==> config.mk <==
export PLATFORM = sky130hd
export DESIGN_NAME = stfcs_ctrl
export DESIGN_NICKNAME = d
export VERILOG_FILES = /design/src/rtl/stfcs_pkg.sv /design/src/rtl/stfcs_ctrl.sv
export SDC_FILE = /design/constraint.sdc
export NUM_CORES = 1
export LEC_CHECK = 0
export BUFFER_PORTS_ARGS = -buffer_cell sky130_fd_sc_hd__clkbuf_2
export CAP_MARGIN = 20
export CORE_AREA = 8 8 45 47
export DETAILED_ROUTE_END_ITERATION = 16
export DIE_AREA = 0 0 53 55
export PLACE_DENSITY = 0.45
export SLEW_MARGIN = 0
export SYNTH_ARGS = -nofsm -noshare
export SYNTH_HDL_FRONTEND = slang
export SYNTH_SLANG_ARGS = --single-unit
==> constraint.sdc <==
create_clock -name clk -period 2.35 [get_ports clk]
set_input_delay 0.235 -clock clk [delete_from_list [all_inputs] [get_ports clk]]
set_output_delay 0.235 -clock clk [all_outputs]
set_load 0.05 [all_outputs]
==> src/rtl/stfcs_pkg.sv <==
`default_nettype none
// ----------------------------------------------------------------------------
// stfcs_pkg
// Shared constants, request codes and controller/datapath types for the
// sorted table floor/ceiling search block.
// ----------------------------------------------------------------------------
package stfcs_pkg;

  // table geometry
  localparam int TABLE_DEPTH = 1024;
  localparam int KEY_WIDTH   = 64;

  // fixed field widths
  localparam int REQ_W   = 2;
  localparam int IDX_W   = 10;
  localparam int FKEY_W  = 64;
  localparam int CFG_W   = 11;
  localparam int APB_DW  = 32;
  localparam int APB_AW  = 2;

  // derived widths
  localparam int POS_W   = $clog2(TABLE_DEPTH);
  localparam int CNT_W   = POS_W + 1;
  localparam int SIDX_W  = POS_W + 2;

  typedef logic signed [SIDX_W-1:0] sidx_t;

  // request codes
  localparam logic [REQ_W-1:0] REQ_WRITE = 2'd0;
  localparam logic [REQ_W-1:0] REQ_FLOOR = 2'd1;
  localparam logic [REQ_W-1:0] REQ_CEIL  = 2'd2;

  // register addresses
  localparam logic [APB_AW-1:0] ADDR_ENTRIES = 2'd0;

  typedef enum logic [1:0] {
    ST_IDLE,
    ST_START,
    ST_PROBE,
    ST_FINISH
  } ctl_state_t;

  typedef struct packed {
    logic wr_entry;   // store write transaction into the table
    logic load;       // capture search transaction, init bounds
    logic issue;      // first table read from current bounds
    logic step;       // compare probe, narrow bounds, next read
    logic out_load;   // load result into output register
  } ctl_cmd_t;

  typedef struct packed {
    logic range_empty;
    logic step_done;
  } dp_status_t;

endpackage : stfcs_pkg
`default_nettype wire

==> src/rtl/stfcs_ctrl.sv <==
`default_nettype none
// ----------------------------------------------------------------------------
// stfcs_ctrl
// Sequencer for table writes and binary searches; owns the handshakes.
// ----------------------------------------------------------------------------
module stfcs_ctrl (
  input  wire                           clk,
  input  wire                           rst_n,
  input  wire                           in_valid,
  output logic                          in_ready,
  input  wire [stfcs_pkg::REQ_W-1:0]    in_req_type,
  output logic                          out_valid,
  input  wire                           out_ready,
  input  wire stfcs_pkg::dp_status_t    status,
  output stfcs_pkg::ctl_cmd_t           cmd
);
  import stfcs_pkg::*;

  ctl_state_t state_r, state_nxt;
  logic       out_valid_r, out_valid_nxt;

  always_ff @(posedge clk) begin
    if (!rst_n) begin
      state_r     <= ST_IDLE;
      out_valid_r <= 1'b0;
    end else begin
      state_r     <= state_nxt;
      out_valid_r <= out_valid_nxt;
    end
  end

  always_comb begin
    state_nxt = state_r;
    cmd       = '0;
    in_ready  = 1'b0;
    case (state_r)
      ST_IDLE: begin
        in_ready = 1'b1;
        if (in_valid) begin
          case (in_req_type)
            REQ_WRITE: cmd.wr_entry = 1'b1;
            REQ_FLOOR, REQ_CEIL: begin
              cmd.load  = 1'b1;
              state_nxt = ST_START;
            end
            default: ;  // unused code: dropped
          endcase
        end
      end
      ST_START: begin
        if (status.range_empty) begin
          state_nxt = ST_FINISH;
        end else begin
          cmd.issue = 1'b1;
          state_nxt = ST_PROBE;
        end
      end
      ST_PROBE: begin
        cmd.step = 1'b1;
        if (status.step_done) state_nxt = ST_FINISH;
      end
      ST_FINISH: begin
        if (!out_valid_r || out_ready) begin
          cmd.out_load = 1'b1;
          state_nxt    = ST_IDLE;
        end
      end
      default: state_nxt = ST_IDLE;
    endcase

    if (cmd.out_load)   out_valid_nxt = 1'b1;
    else if (out_ready) out_valid_nxt = 1'b0;
    else                out_valid_nxt = out_valid_r;
  end

  assign out_valid = out_valid_r;

endmodule : stfcs_ctrl
`default_nettype wire

==> impl_metrics.toml, run 1 <==
[drt]
via_count = 254
drc = 0
wire_per_inst_um = 9.42
antenna_left = 0
dr.pass1.iters = 4
vias_per_cell = 3.97
drt_iter0_drc = 4
wirelength_um = 603

[yosys]
synth.avg_cell_area_um2 = 8.88
yosys.area.top_type = "ha_1"
synth-edff-count = 0
synth_top_cell_area_share_pct = 27.3
synthCells = 31
synthTopCellsByCount = "ha_1 (6), inv_1 (5), nand2_1 (4)"
yosys.cell_count.top_type = "ha_1"
async_reset_ff_share_pct = 0
synth.distinct_cells = 13
yosys_warnings = 0
syn_nets = 45
synthTopCellsByArea = "ha_1 (27%), dfxtp_1 (22%), mux2i_1 (7.3%), and3_1 (6.8%), inv_1 (6.8%)"
yosys_register_bits = 3
syn-cell-area_um2 = 275
ys_seq_area_share_pct = 21.8
ys.flop_type = "dfxtp_1"

[clock_tree]
clkLatencyLatePin_ps = 230
cts_root_buf = "clkbuf_4"
clock-sinks = 3
h-tree-depth = 1
numCtsBuffers = 3
postCtsSetupRepairBufs = 0
hold_buffers = 0
cts_tree = "built"
cts_resized = 0
clk_path_buf_depth = 2
path_clk_slew_ps = 40

[finish]
nets = 63
fill_cells = 157
antenna_cells = 0
regArea_um2 = 60.1
syn2layout_area_growth_pct = 39.5
multi_input_area_um2 = 189
drive_gt1_share_pct = 39.6

[sta]
setup_viol = 0
slew_headroom_pct = 67.5
clock.fmax_mhz = 604
rsz0062_at_grt = "false"
clock_skew_ps = 2.62
maxSlewViolCount = 0
fin_crit_ps = 1650
worst-slew-pin-transition_ps = 487
post-route-period-util_pct = 70.4
setup_tns_ps = 0
hold_violations = 0
layout_setup_ws_ps = 695

[power]
vdd_ir_drop_max_mv = 0.296
leakage_nw = 0.219
powerDensity_nw_per_um2 = 1130

[setup_path]
reg2regPathDepth = 4
crit_path_start_kind = "flip-flop"
critPathMaxFanout = 6
worstPathArrival_ps = 1420
worstSetupPathType = "reg -> out"
cp-end-kind = "primary output"
crit_required_ps = 2120

[floorplan]
initial_utilization_pct = 19.9
core_um2 = 1380
ios = 15
rows = 14
fp.dieArea_um2 = 2920
fp.dieH_um = 55
die-width_um = 53

[placement]
portBuffers = 14
dp_hpwl_um = 513
place.gp.congestion = 0.692
place_ws_ps = 778

[global_route]
grt_antenna_before_repair = 0
gr-total-overflow = 0
grt.total_usage_pct = 4.53
grt_pass1_wl_mm = 1.01
first_global_vias = 255
grt_max_degree = 7

[min_path]
hold_path.class = "in -> reg"
hold_path_depth = 2

[status]
status = "finished, final reports clean"

[job]
maxCapViolCount = 0
## cells in the final DEF, fill, tap and decap left out, types with 2 or more instances in the layout
master,count
clkbuf_4,3
ha_1,6
and3_1,3
dfxtp_1,3
inv_1,5
mux2i_1,2
nand2_1,4
clkbuf_2,14
nor2b_1,2
## routing by layer
metal,track usage [%],vias up,share of wire (%)
met4,0,0,0
met5,0,-,0
li1,-,136,-
met2,7.62,9,43
met3,3.48,0,8.5
met1,4.70,109,48
## critical path, cell delays in order (launching register included)
cell	delay (ps)
dfxtp_1	420
inv_1	120
ha_1	240
and3_1	190
clkbuf_2	230
## state kept, by name (all words and copies together), names as in the netlist
name,count
out_valid,1
state_r,2
## cells by family (layout without fill, tap and decap cells)
logic type | Yosys count | count (layout) | synth area share [%]
and+or+nand+nor | 11 | 11 | 25.0
buffers and inverters | 6 | 23 | 9.55
DFF | 3 | 3 | 21.8
AOI/OAI and AO/OA | 3 | 3 | 9.09
adders and majority gates | 6 | 6 | 27.3
muxes | 2 | 2 | 7.27
## where the power goes
part	switching [mW]	internal, mW	total [mW]
clock network	0.0248	0.0635	0.0883
registers	0.0197	0.0668	0.0865
logic	0.179	0.0823	0.261
total	0.223	0.213	0.436
## worst paths after layout
check,from,endpoint,slack (ps)
max,state_r[0],cmd[3],700
min,rst_n,out_valid,280
max reg2reg,state_r[0],state_r[0],790
min reg2reg,state_r[1],state_r[1],520
## area by class of cell
type                    instances  share of cell area [%]
multi-input cells              22                    49.2
repair buffers                 14                    18.2
flip-flops and latches          3                    15.6
clock buffers                   4                    6.84
inverters                       5                    4.89
well taps                      16                    5.21
## through the flow
step,power (mW),instances,hold WS [ps],util [%],area (µm²)
floorplan,0.301,31,353,-,275
global placement,0.354,60,522,25.9,358
detailed placement,0.353,60,505,25.9,358
CTS,0.446,64,277,27.8,384
global route,0.472,64,287,27.8,384
finish,0.436,64,277,27.8,384
Power figures use the tool's default switching activity.
==> inputs of run 2 (changes only) <==
- clock period: 2.35 -> 1.6 ns (I/O delays scaled with it)
==> run 2 against run 1 <==
Against the previous run: register-to-register slack got worse by 630 ps; count of clock-buffer cells in the layout unchanged; first-iteration DRC count increased by 100%; critical endpoint unchanged.
==> impl_metrics.toml, run 2 (synthesis results as in run 1) <==
[setup_path]
r2r_start = "state_r[0]"
critPathMaxFanout = 6
crit_required_ps = 1440
ff2ff_setup_slack_ps = 160
cp-end-kind = "primary output"
worstSetupPathType = "reg -> out"
reg2regPathDepth = 4
r2r-end = "state_r[1]"
worstPathArrival_ps = 1310
crit_path_start_kind = "flip-flop"

[clock_tree]
cts_tree = "built"
numCtsBuffers = 3
path_clk_slew_ps = 40
clk_path_buf_depth = 2
cts_root_buf = "clkbuf_4"
clock-sinks = 3
h-tree-depth = 1
clkLatencyLatePin_ps = 230
hold_buffers = 0

[min_path]
hold_path.class = "in -> reg"
min_from = "rst_n"
hold_path_depth = 2
min_to = "out_valid"

[floorplan]
rows = 14
initial_utilization_pct = 19.9
fp.dieArea_um2 = 2920
fp.dieH_um = 55
die-width_um = 53
ios = 15
core_um2 = 1380

[sta]
clock_skew_ps = 0.298
post-route-period-util_pct = 91.8
fin_crit_ps = 1470
clock.fmax_mhz = 680
whs_ps = 199
worst-slew-pin-transition_ps = 493
setup_tns_ps = 0
maxSlewViolCount = 0
setup_viol = 0
rsz0062_at_grt = "false"
slew_headroom_pct = 67.1
hold_violations = 0
layout_setup_ws_ps = 130

[drt]
dr.pass1.iters = 4
antenna_left = 0
wirelength_um = 614
met2_length_um = 244
top_layer = "met3"
wire_per_inst_um = 9.59
vias_per_cell = 3.78
met1Wirelength_um = 333
drt_iter0_drc = 8
wl_met3_um = 35
drc = 0
via_count = 242

[global_route]
grt_antenna_before_repair = 0
gr-total-overflow = 0
grt_max_degree = 7
grt_pass1_wl_mm = 1.10
first_global_vias = 271
grt.total_usage_pct = 5.24

[finish]
final_cell_mix = "clkbuf_2 (13), inv_1 (5), ha_1 (5)"
syn2layout_area_growth_pct = 41.4
drive_gt1_share_pct = 45.8
nets = 63
post_layout_nonfiller_instances = 64
final_area_um2 = 389
fill_cells = 150
largest_register = "state_r"
largest_register_ff_count = 2
utilization_pct = 28.1
antenna_cells = 0
layout_commonest_cell = "clkbuf_2"

[power]
total_power_uw = 652
leakage_nw = 0.220
vdd_ir_drop_max_mv = 0.448
powerDensity_nw_per_um2 = 1680

[placement]
dp.cells = 60
place_ws_ps = 81.1
portBuffers = 14
place.gp.congestion = 0.711
dp_hpwl_um = 519
placed_area_um2 = 360

[job]
maxCapViolCount = 0

[status]
status = "finished, final reports clean"
## run 2: cell types whose count changed in the layout (fill, tap and decap cells not counted), sizes merged
cell / previous run / this run
buf: 0 / 1
clkbuf: 18 / 17
## run 2: critical path, stage by stage (launching register included)
cell	delay (ps)
dfxtp_2	340
inv_1	110
ha_2	210
and3_1	150
clkbuf_2	270
## run 2: area by class of cell
cell class | count | area (µm²) | share of cell area (%)
multi-input cells | 22 | 191 | 49.2
repair buffers | 14 | 70.1 | 18.0
flip-flops and latches | 3 | 62.6 | 16.1
clock buffers | 4 | 26.3 | 6.75
well taps | 16 | 20.0 | 5.14
inverters | 5 | 18.8 | 4.82
## run 2: report_power, final
part,switching (mW),leakage (nW),internal [mW],total [mW]
combinational,0.262,0.179,0.124,0.386
clock,0.0406,0.0150,0.0936,0.134
sequential,0.0294,0.0253,0.103,0.132
total,0.332,0.220,0.320,0.652
## run 2: worst max path at each step
stage	start	end	slack [ps]
global placement	state_r[0]	state_r[1]	110
finish	state_r[0]	cmd[3]	130
global route	state_r[1]	cmd[4]	40
CTS	state_r[0]	cmd[3]	50
floorplan	state_r[0]	state_r[0]	30
detailed placement	state_r[0]	state_r[1]	80
## run 2: repair_timing
item / in CTS / in global routing
endpoints found under the hold margin: 0 / 0
setup buffers: 0 / 0
resized for setup: 0 / 3
setup endpoints to repair: 0 / 4
## run 2: metal layers
| layer | track usage [%] | vias up |
|---|---|---|
| li1 | - | 134 |
| met1 | 6.21 | 101 |
| met2 | 7.03 | 7 |
| met3 | 3.48 | 0 |
| met4 | 2.59 | 0 |
| met5 | 0 | - |
==> inputs of run 3 (changes only) <==
- CORE_AREA: 8 8 45 47 -> 2 2 39 41
- DIE_AREA: 0 0 53 55 -> 0 0 41 43
- PLACE_DENSITY: 0.45 -> 0.47
- clock period: 1.6 -> 1.3 ns (I/O delays scaled with it)
==> run 3 against run 2 <==
Against the previous run: the run now ends with negative setup slack left; die area is 40% lower; critical path type unchanged; via count rose by 24%; core utilization is 13 points higher; cell count up 13%; largest power group unchanged.
==> impl_metrics.toml, run 3 (synthesis results as in run 1) <==
[status]
status = "finished, violations left"
violations = "negative setup slack"

[global_route]
grt_pass1_wl_mm = 1.01
grt.total_usage_pct = 8.90
grt_antenna_before_repair = 0
first_global_vias = 279
gr-total-overflow = 0
grt_max_degree = 6

[finish]
drive_gt1_share_pct = 67.9
multi_input_area_um2 = 234
syn2layout_area_growth_pct = 107
post_layout_nonfiller_instances = 72
largest_register_ff_count = 2
final_cell_mix = "clkbuf_2 (9), buf_4 (6), nand2_1 (4)"
regArea_um2 = 68.8
largest_register = "state_r"
nets = 71
antenna_cells = 0
layout_commonest_cell = "clkbuf_2"
fill_cells = 143

[setup_path]
crit_path_start = "state_r[1]"
reg2regPathDepth = 6
cp-end-kind = "primary output"
path_cells = "inv_4, ha_4, buf_6, and3_4, clkbuf_16"
r2r-end = "state_r[1]"
cpMaxStageDelayCell = "dfxtp_4"
r2r_start = "state_r[0]"
crit_required_ps = 1170
worstPathArrival_ps = 1240
ff2ff_setup_slack_ps = 0
critical_path.max_stage_delay_ps = 370
critPathMaxFanout = 4
crit_path_start_kind = "flip-flop"
worstSetupPathType = "reg -> out"

[drt]
wirelength_um = 632
drt_iter0_drc = 4
antenna_left = 0
vias_per_cell = 4.17
via_count = 300
dr.pass1.iters = 4
wire_per_inst_um = 8.78
drc = 0

[power]
total_power_mw = 1.13
vdd_ir_drop_max_mv = 0.814
powerDensity_nw_per_um2 = 1990
leakage_nw = 0.280

[clock_tree]
cts_root_buf = "clkbuf_4"
clock-sinks = 3
numCtsBuffers = 3
cts_tree = "built"
hold_buffers = 0
h-tree-depth = 1
clkLatencyLatePin_ps = 230
clk_path_buf_depth = 2
path_clk_slew_ps = 40

[placement]
dp.cells = 63
place.gp.congestion = 0.704
dp_hpwl_um = 484
place_ws_ps = -24.1
portBuffers = 14

[floorplan]
initial_utilization_pct = 19.9
core_um2 = 1380
fp.dieH_um = 43
fp.dieArea_um2 = 1760
rows = 14
die-width_um = 41
ios = 15

[min_path]
min_from = "rst_n"
min_to = "out_valid"
hold_path_depth = 2
hold_path.class = "in -> reg"

[sta]
worst-slew-pin-transition_ps = 273
clock.fmax_mhz = 730
fin_crit_ps = 1370
post-route-period-util_pct = 105
whs_ps = 162
layout_setup_ws_ps = -69.8
maxSlewViolCount = 0
slew_headroom_pct = 81.8
hold_violations = 0
rsz0062_at_grt = "true"
clock_skew_ps = 2.54
setup_viol = 4

[job]
maxCapViolCount = 0
==> run 3: worst max-delay path by stage <==
stage                            end  slack, ps  cells past startpoint
final                         cmd[3]        -70                      5
after global routing          cmd[3]       -110                      5
after CTS                     cmd[0]        -90                      4
after detailed placement  state_r[1]        -20                      4
after global placement    state_r[1]         -7                      7
after floorplan           state_r[0]        -40                      4
==> run 3: per-stage QoR <==
stage                     TNS, ps  cell area (µm²)  utilization [%]
after global routing         -437              571             41.2
final                        -167              571             41.2
after CTS                    -373              548             39.6
after detailed placement    -37.7              422             30.5
after floorplan             -80.7              317                -
after global placement      -7.39              422             30.5
==> run 3: cell type report <==
cell class | count | share of cell area, %
multi-input combinational | 22 | 41.0
timing repair buffer | 22 | 34.6
sequential | 3 | 12.1
clock buffer | 4 | 4.61
inverter | 5 | 4.17
tap | 16 | 3.51
==> run 3: what timing repair did <==
action,4_1_cts,5_1_grt
setup endpoints to repair,7,8
resized for setup,15,4
pin swaps,3,2
buffers inserted,3,2
==> run 3: critical path: cells and delay by family, from the launching register on <==
| kind | cells | cell delay [ps] |
|---|---|---|
| flip-flops | 1 | 370 |
| buffers and inverters | 3 | 320 |
| AND/OR/NAND/NOR | 1 | 170 |
| adder cells (fa/ha/maj) | 1 | 150 |
==> run 3: report_power, final <==
group	switching (mW)	internal, mW	total (mW)
clock network	0.0450	0.115	0.160
logic	0.401	0.395	0.795
registers	0.0439	0.136	0.180
total	0.490	0.645	1.13
==> run 3: routing by layer <==
metal	track usage [%]	part of all wire, %	vias to the layer above
li1	-	-	154
met5	0	0	-
met2	13.1	52	8
met3	4.71	6.6	0
met4	6.00	0	0
met1	9.21	42	138
